--- src/sv/tspr_pkg.sv ---
package tspr_pkg;

   localparam int CSR_INDEX_W = 3;
   localparam int CSR_DATA_W  = 20;
   localparam int REQ_DATA_W  = 56;
   localparam int REQ_USER_W  = 2;
   localparam int RSP_DATA_W  = 24;

   typedef enum logic [1:0] {
      MODE_STATUS_RD = 2'd0,
      MODE_STATUS_WR = 2'd1,
      MODE_DATA_RD   = 2'd2,
      MODE_DATA_WR   = 2'd3
   } mode_type;

   typedef enum logic [CSR_INDEX_W-1:0] {
      CSR_REVISION     = 3'd0,
      CSR_UPPER_CASE   = 3'd1,
      CSR_STRIP_PARITY = 3'd2,
      CSR_DROP_NULLS   = 3'd3,
      CSR_CHAR_TIME    = 3'd4
   } csr_index_type;

   localparam logic [19:0] CHAR_TIME_RESET = 20'd86;
   localparam logic [7:0]  REV1_BASE       = 8'h81;
   localparam logic [7:0]  CHAR_LOWER_A    = 8'h61;
   localparam logic [7:0]  CHAR_LOWER_Z    = 8'h7a;

   typedef struct packed {
      logic        revision;
      logic        upper_case;
      logic        strip_parity;
      logic        drop_nulls;
      logic [19:0] char_time_us;
   } cfg_type;

   typedef struct packed {
      mode_type    mode;
      logic [7:0]  write_data;
      logic [31:0] now_us;
      logic        rx_ready;
      logic [7:0]  rx_byte;
   } item_type;

   typedef struct packed {
      logic [7:0] read_data;
      logic       rx_taken;
      logic       tx_valid;
      logic [7:0] tx_byte;
   } result_type;

endpackage

--- src/sv/terminal_serial_port_regs.sv ---
// a req transaction passes the input register and then the result register before
//   it is offered as an rsp transaction
// throughput: one transaction per cycle while rsp_tready does not hold the result register;
//   the access stage reads and writes the pacing time and last byte in the same cycle
// reset (synchronous, active high) empties both registers, restores the control
//   registers to their defaults and clears the last byte and last transfer time
module terminal_serial_port_regs (
   input  logic                               clock,
   input  logic                               reset,
   // request channel
   input  logic                               req_tvalid,
   output logic                               req_tready,
   // from bit 0: write_data[7:0], now_us[31:0], rx_ready, rx_byte[7:0], zero pad
   input  logic [tspr_pkg::REQ_DATA_W-1:0]    req_tdata,
   // from bit 0: mode[1:0]
   input  logic [tspr_pkg::REQ_USER_W-1:0]    req_tuser,
   // response channel
   output logic                               rsp_tvalid,
   input  logic                               rsp_tready,
   // from bit 0: read_data[7:0], rx_taken, tx_valid, tx_byte[7:0], zero pad
   output logic [tspr_pkg::RSP_DATA_W-1:0]    rsp_tdata,
   // control register write channel
   input  logic                               csr_valid,
   output logic                               csr_ready,
   input  logic [tspr_pkg::CSR_INDEX_W-1:0]   csr_index,
   input  logic [tspr_pkg::CSR_DATA_W-1:0]    csr_data
);
   import tspr_pkg::*;

   cfg_type    cfg;
   item_type   item_ff, item_in;
   logic       in_valid_ff, in_valid_in;
   result_type res_ff, res_in;
   logic       out_valid_ff, out_valid_in;
   logic       advance;
   logic       req_fire;

   // register writes are taken at once
   assign csr_ready = 1'b1;

   tspr_csr u_csr (
      .clock     (clock),
      .reset     (reset),
      .csr_valid (csr_valid),
      .csr_index (csr_index),
      .csr_data  (csr_data),
      .cfg       (cfg)
   );

   // access stage moves forward when the result register is free or draining
   assign advance    = in_valid_ff && (!out_valid_ff || rsp_tready);
   assign req_tready = !in_valid_ff || advance;
   assign req_fire   = req_tvalid && req_tready;

   // unpack the request transaction
   always_comb begin
      item_in            = item_ff;
      if (req_fire) begin
         item_in.mode       = mode_type'(req_tuser);
         item_in.write_data = req_tdata[7:0];
         item_in.now_us     = req_tdata[39:8];
         item_in.rx_ready   = req_tdata[40];
         item_in.rx_byte    = req_tdata[48:41];
      end
   end

   assign in_valid_in = req_fire || (in_valid_ff && !advance);

   tspr_core u_core (
      .clock  (clock),
      .reset  (reset),
      .fire   (advance),
      .item   (item_ff),
      .cfg    (cfg),
      .result (res_in)
   );

   assign out_valid_in = advance || (out_valid_ff && !rsp_tready);

   always_ff @(posedge clock) begin
      if (reset) begin
         in_valid_ff  <= 1'b0;
         out_valid_ff <= 1'b0;
      end else begin
         in_valid_ff  <= in_valid_in;
         out_valid_ff <= out_valid_in;
      end
   end

   // payload registers, no reset needed
   always_ff @(posedge clock) begin
      item_ff <= item_in;
      if (advance) res_ff <= res_in;
   end

   assign rsp_tvalid = out_valid_ff;
   assign rsp_tdata  = {6'd0, res_ff.tx_byte, res_ff.tx_valid, res_ff.rx_taken,
                        res_ff.read_data};

`ifndef SYNTHESIS
   // a write never returns read data
   assert property (@(posedge clock) disable iff (reset)
      rsp_tvalid && res_ff.tx_valid |-> res_ff.read_data == 8'h00)
      else $error("read data on a transmit result");

   // one result can not both consume and send
   assert property (@(posedge clock) disable iff (reset)
      rsp_tvalid |-> !(res_ff.rx_taken && res_ff.tx_valid))
      else $error("consume and send in one result");

   // an empty result register never blocks the request side
   assert property (@(posedge clock) disable iff (reset)
      !out_valid_ff |-> req_tready)
      else $error("request stalled with empty result register");

   // results come only from accepted requests
   assert property (@(posedge clock) disable iff (reset)
      $rose(out_valid_ff) |-> $past(in_valid_ff))
      else $error("result without a request");
`endif

endmodule

--- src/sv/tspr_csr.sv ---
module tspr_csr (
   input  logic                                clock,
   input  logic                                reset,
   input  logic                                csr_valid,
   input  logic [tspr_pkg::CSR_INDEX_W-1:0]    csr_index,
   input  logic [tspr_pkg::CSR_DATA_W-1:0]     csr_data,
   output tspr_pkg::cfg_type                   cfg
);
   import tspr_pkg::*;

   cfg_type cfg_ff;
   cfg_type cfg_in;

   always_comb begin
      cfg_in = cfg_ff;
      if (csr_valid) begin
         case (csr_index)
            CSR_REVISION:     cfg_in.revision     = csr_data[0];
            CSR_UPPER_CASE:   cfg_in.upper_case   = csr_data[0];
            CSR_STRIP_PARITY: cfg_in.strip_parity = csr_data[0];
            CSR_DROP_NULLS:   cfg_in.drop_nulls   = csr_data[0];
            CSR_CHAR_TIME:    cfg_in.char_time_us = csr_data;
            default:          cfg_in = cfg_ff;
         endcase
      end
   end

   always_ff @(posedge clock) begin
      if (reset) begin
         cfg_ff.revision     <= 1'b0;
         cfg_ff.upper_case   <= 1'b0;
         cfg_ff.strip_parity <= 1'b0;
         cfg_ff.drop_nulls   <= 1'b0;
         cfg_ff.char_time_us <= CHAR_TIME_RESET;
      end else begin
         cfg_ff <= cfg_in;
      end
   end

   assign cfg = cfg_ff;

endmodule

--- src/sv/tspr_core.sv ---
module tspr_core (
   input  logic                  clock,
   input  logic                  reset,
   input  logic                  fire,
   input  tspr_pkg::item_type    item,
   input  tspr_pkg::cfg_type     cfg,
   output tspr_pkg::result_type  result
);
   import tspr_pkg::*;

   logic [7:0]  last_rx_ff,   last_rx_in;
   logic [31:0] last_time_ff, last_time_in;

   logic [31:0] elapsed;
   logic        in_window;
   logic [7:0]  status_byte;
   logic        status_touch;
   logic [7:0]  rx_char;
   logic        send;
   logic [7:0]  tx_char;

   // pacing window: nonzero character time and wrapped elapsed time below one character time
   assign elapsed   = item.now_us - last_time_ff;
   assign in_window = (cfg.char_time_us != '0) && (elapsed < {12'd0, cfg.char_time_us});

   always_comb begin
      status_touch = !in_window;
      if (in_window) begin
         status_byte = cfg.revision ? REV1_BASE : 8'h00;
      end else if (cfg.revision) begin
         status_byte = {7'd0, !item.rx_ready};
      end else begin
         status_byte = {2'b00, item.rx_ready, 3'b000, 1'b1, 1'b0};
      end
   end

   always_comb begin
      rx_char = item.rx_byte;
      if (cfg.upper_case && item.rx_byte >= CHAR_LOWER_A && item.rx_byte <= CHAR_LOWER_Z) begin
         rx_char = {item.rx_byte[7:6], 1'b0, item.rx_byte[4:0]};
      end
   end

   assign send    = !(cfg.drop_nulls && item.write_data == 8'h00);
   assign tx_char = {item.write_data[7] & !cfg.strip_parity, item.write_data[6:0]};

   always_comb begin
      result       = '0;
      last_rx_in   = last_rx_ff;
      last_time_in = last_time_ff;
      case (item.mode)
         MODE_STATUS_RD: begin
            result.read_data = status_byte;
            if (status_touch) last_time_in = item.now_us;
         end
         MODE_DATA_RD: begin
            if (item.rx_ready) begin
               last_rx_in      = rx_char;
               last_time_in    = item.now_us;
               result.rx_taken = 1'b1;
               result.read_data = rx_char;
            end else begin
               result.read_data = last_rx_ff;
            end
         end
         MODE_DATA_WR: begin
            if (send) begin
               result.tx_valid = 1'b1;
               result.tx_byte  = tx_char;
               last_time_in    = item.now_us;
            end
         end
         default: result = '0;
      endcase
   end

   always_ff @(posedge clock) begin
      if (reset) begin
         last_rx_ff   <= '0;
         last_time_ff <= '0;
      end else if (fire) begin
         last_rx_ff   <= last_rx_in;
         last_time_ff <= last_time_in;
      end
   end

endmodule
--- config.mk ---
export PLATFORM = sky130hd
export DESIGN_NAME = terminal_serial_port_regs
export DESIGN_NICKNAME = d
export VERILOG_FILES = /design/src/sv/tspr_pkg.sv /design/src/sv/terminal_serial_port_regs.sv /design/src/sv/tspr_csr.sv /design/src/sv/tspr_core.sv
export SDC_FILE = /design/constraint.sdc
export NUM_CORES = 1
export LEC_CHECK = 0
export BUFFER_PORTS_ARGS = -buffer_cell sky130_fd_sc_hd__buf_4
export CORE_UTILIZATION = 62
export DETAILED_ROUTE_END_ITERATION = 10
export PLACE_DENSITY = 0.86
export RECOVER_POWER = 25
export SLEW_MARGIN = 20
export SYNTH_ARGS = -nofsm -noshare
export SYNTH_HDL_FRONTEND = slang
export SYNTH_SLANG_ARGS = --single-unit
--- constraint.sdc ---
create_clock -name clock -period 11.05 [get_ports clock]
set_input_delay 0.5525 -clock clock [delete_from_list [all_inputs] [get_ports clock]]
set_output_delay 0.5525 -clock clock [all_outputs]
set_load 0.005 [all_outputs]
==> flow_metrics.env <==
export IMPL_status="finished, violations left"
export IMPL_violations="capacitance limit, slew limit"
export IMPL_final_cell_mix="nand2_1, inv_1, edfxtp_1, nand2b_1, dfxtp_1"
export IMPL_netSwitchingPower_mw=0.346
export IMPL_synth_yosys_seq_area_share_pct=43.6
export IMPL_clkTransAtPathRegs_ns=0.06
export IMPL_timing_final_max_slew_violations=99
export IMPL_grt_use_total_pct=29.2
export IMPL_hold_class="in2reg"
export IMPL_yosys_warnings=0
export IMPL_fp_dieW_um=114
export IMPL_grt_pass1_vias=5993
export IMPL_cts_tree="built"
export IMPL_dp_cells=1044
export IMPL_multi_input_area_sq_um=3910
export IMPL_dpl_hpwl_um=13000
export IMPL_comb_power_share_pct=17.0
export IMPL_detail_route_antenna_nets=0
export IMPL_crit_arrival_ns=5.96
export IMPL_final_cells=1075
export IMPL_initial_utilization_pct=64.3
export IMPL_ir_worst_vdd_uv=150
export IMPL_nFillCells=902
export IMPL_seqCellArea_sq_um=3390
export IMPL_crit_chain="ha_1 > nor2b_1 > o2111ai_1 > a2111oi_0 > o31a_1 > o21a_1 > o21a_1 > o21ai_0 > o311ai_0 > ha_1 > nand4_1 > or2_2 > o2111a_1 > nand4_1 > nor3_1 > and4_1 > a41o_1 > a21boi_4 > buf_4 > mux2i_1"
export IMPL_gr_total_overflow=0
export IMPL_async_flop_share_pct=0
export IMPL_clock_latency_ns=0.42
export IMPL_slew_headroom_pct=-115
export IMPL_drive_above_1_share_pct=16.1
export IMPL_final_setup_tns_ns=0
export IMPL_htree_num_levels=4
export IMPL_cp_max_fo=32
export IMPL_hold_violations=0
export IMPL_postCtsSetupBuffers=0
export IMPL_ys_ff_latch=135
export IMPL_max_stage_delay_ns=0.72
export IMPL_power_density_nw_per_um2=145
export IMPL_synth_top_family_by_area="simple AND/OR/NAND/NOR gates"
export IMPL_end_kind="flop"
export IMPL_muxShareOfSynthArea_pct=6.71
export IMPL_synthToLayoutAreaGrowth_pct=16.5
export IMPL_nNetsFinal=1032
export IMPL_ioPinCount=113
export IMPL_clkPwrFrac_pct=40.0
export IMPL_vias=6212
export IMPL_final_common_cell="nand2_1"
export IMPL_cp_data_required_time_ns=11.38
export IMPL_cts_buffers=17
export IMPL_leakage_nw=3.52
export IMPL_cts_num_sinks=135
export IMPL_drt_iter0_markers=449
export IMPL_antenna_found_initial=0
export IMPL_cp_start_kind="flop"
export IMPL_synth_edf_count=69
export IMPL_seqPwrFrac_pct=43.0
export IMPL_synth_fa_ha_area_share_pct=8.29
export IMPL_final_period_utilization_pct=50.9
export IMPL_crit_type="reg2reg"
export IMPL_clockRootBuffer="clkbuf_16"
export IMPL_skew_ns=0.00851
export IMPL_fmax_mhz=178
export IMPL_place_congestion=0.897
export IMPL_avgSynthCellArea_sq_um=9.58
export IMPL_p_int_mw=0.968
export IMPL_drt_first_pass_iters=5
export IMPL_die_h_um=114
export IMPL_antennaDiodeCount=0
export IMPL_core_area_sq_um=12100
export IMPL_cp_slowest_cell="a2111oi_0"
export IMPL_num_rows=40
export IMPL_period_minus_slack_ns=5.63
export IMPL_route_detailed_drc=0
export IMPL_fp_dieArea_sq_um=13000
export IMPL_grt_pass1_wl_um=29200
export IMPL_io_buffer_count=98
export IMPL_synth_simple_gate_area_share_pct=18.5
export IMPL_maxCapViolCount=1
export IMPL_vias_per_cell=5.78
export IMPL_cts_resized=0
export IMPL_final_area_sq_um=9070
export IMPL_syn_area_sq_um=7790
export IMPL_postPlaceCellArea_sq_um=8530
export IMPL_clockBufferDepth=2
export IMPL_p_sw_share_pct=26.4
export IMPL_synth_distinct_cells=73
export IMPL_worst_pin_slew_ns=3.22
export IMPL_routed_wl_um=18200
export IMPL_rsz0062_at_grt="false"
export IMPL_wl_per_cell_um=17.0
export IMPL_syn_inst=813
export IMPL_grt_start_max_net_pins=99
export IMPL_synth_xor_area_share_pct=1.91
export IMPL_setup_viol=0
export IMPL_ctsHoldBuffers=0
export IMPL_ys_flop_type="edfxtp_1"
export IMPL_synth_compound_area_share_pct=14.4
per-stage QoR:
step	hold WS (ns)	utilization [%]	power (mW)	setup slack, ns
after CTS	0.287	74.9	1.32	5.45
after global placement	0.452	70.4	0.786	5.51
after detailed placement	0.463	70.4	0.794	5.53
after global routing	0.309	74.9	1.37	5.09
after floorplan	0.436	-	0.725	6.71
final	0.327	74.9	1.31	5.42
power groups by stage:
stage	clock, mW	sequential [mW]	combinational (mW)
CTS	0.533	0.566	0.222
finish	0.525	0.566	0.223
floorplan	0	0.571	0.154
global placement	0	0.574	0.211
global route	0.552	0.568	0.246
detailed placement	0	0.575	0.218
per-layer routing:
metal | track usage (%) | part of all wire (%) | up-vias
met5 | 0 | 0 | -
met4 | 8.40 | 1.3 | 0
met2 | 50.8 | 49 | 186
met3 | 6.62 | 4.7 | 24
li1 | - | - | 3021
met1 | 36.4 | 45 | 2981
sequential cells by signal, summed over array words and instances, names as in the netlist:
signal,cells
u_core.last_time_ff,32
u_csr.cfg,24
item_ff,51
rsp_tdata,18
rsp_tvalid,1
in_valid_ff,1
u_core.last_rx_ff,8
cell usage after synthesis, drive strengths merged (7+ instances only):
master | n | area share (%)
nand2 | 84 | 4.0
inv | 70 | 3.4
edfxtp | 69 | 27
dfxtp | 66 | 17
nand2b | 66 | 5.3
a21oi | 61 | 4.0
ha | 50 | 8.0
mux2i | 50 | 6.4
nor2 | 47 | 2.3
clkbuf | 23 | 1.1
o21ai | 20 | 1.3
buf | 19 | 2.0
nand3 | 16 | 1.0
and2 | 12 | 0.98
nand4 | 12 | 0.96
a211oi | 11 | 1.3
xnor2 | 10 | 1.1
o211ai | 9 | 0.87
nor4 | 8 | 0.64
nor2b | 7 | 0.56
nor3 | 7 | 0.45
xor2 | 7 | 0.79
cell type report:
type                       instances  area share (%)
clock buffer                      23            5.16
clock inverter                     8           0.855
multi-input combinational        571            43.1
tap                              168            2.32
timing repair buffer             100            8.23
sequential                       135            37.4
inverter                          70            2.90
worst paths after layout:
kind,start,to,slack [ns],depth (start not counted)
worst max-delay path,item_ff[10],u_core.last_time_ff[30],5.42,20
worst min-delay path,req_tdata[33],item_ff[34],0.33,1
worst max register to register,item_ff[10],u_core.last_time_ff[30],5.42,20
worst min register to register,u_core.last_time_ff[15],u_core.last_time_ff[15],0.47,2
worst max-delay path, delay by kind of cell (launching register included):
kind / cells / cell delay, ns
flip-flops: 1 / 0.45
buffers and inverters: 1 / 0.49
multiplexers: 1 / 0.28
AO/OA/AOI/OAI: 10 / 2.75
AND/OR/NAND/NOR: 6 / 0.98
adder cells (fa/ha/maj): 2 / 0.54
kinds of logic (layout without fill, tap and decap cells):
logic type	after synthesis	in the layout
mux	52	52
other cells	2	7
fa+ha+maj	51	51
xor+xnor	17	17
buf+inv	112	201
compound gates	161	161
flops	135	135
simple gates	283	283
Note: power is estimated with default switching activity, not from simulation.
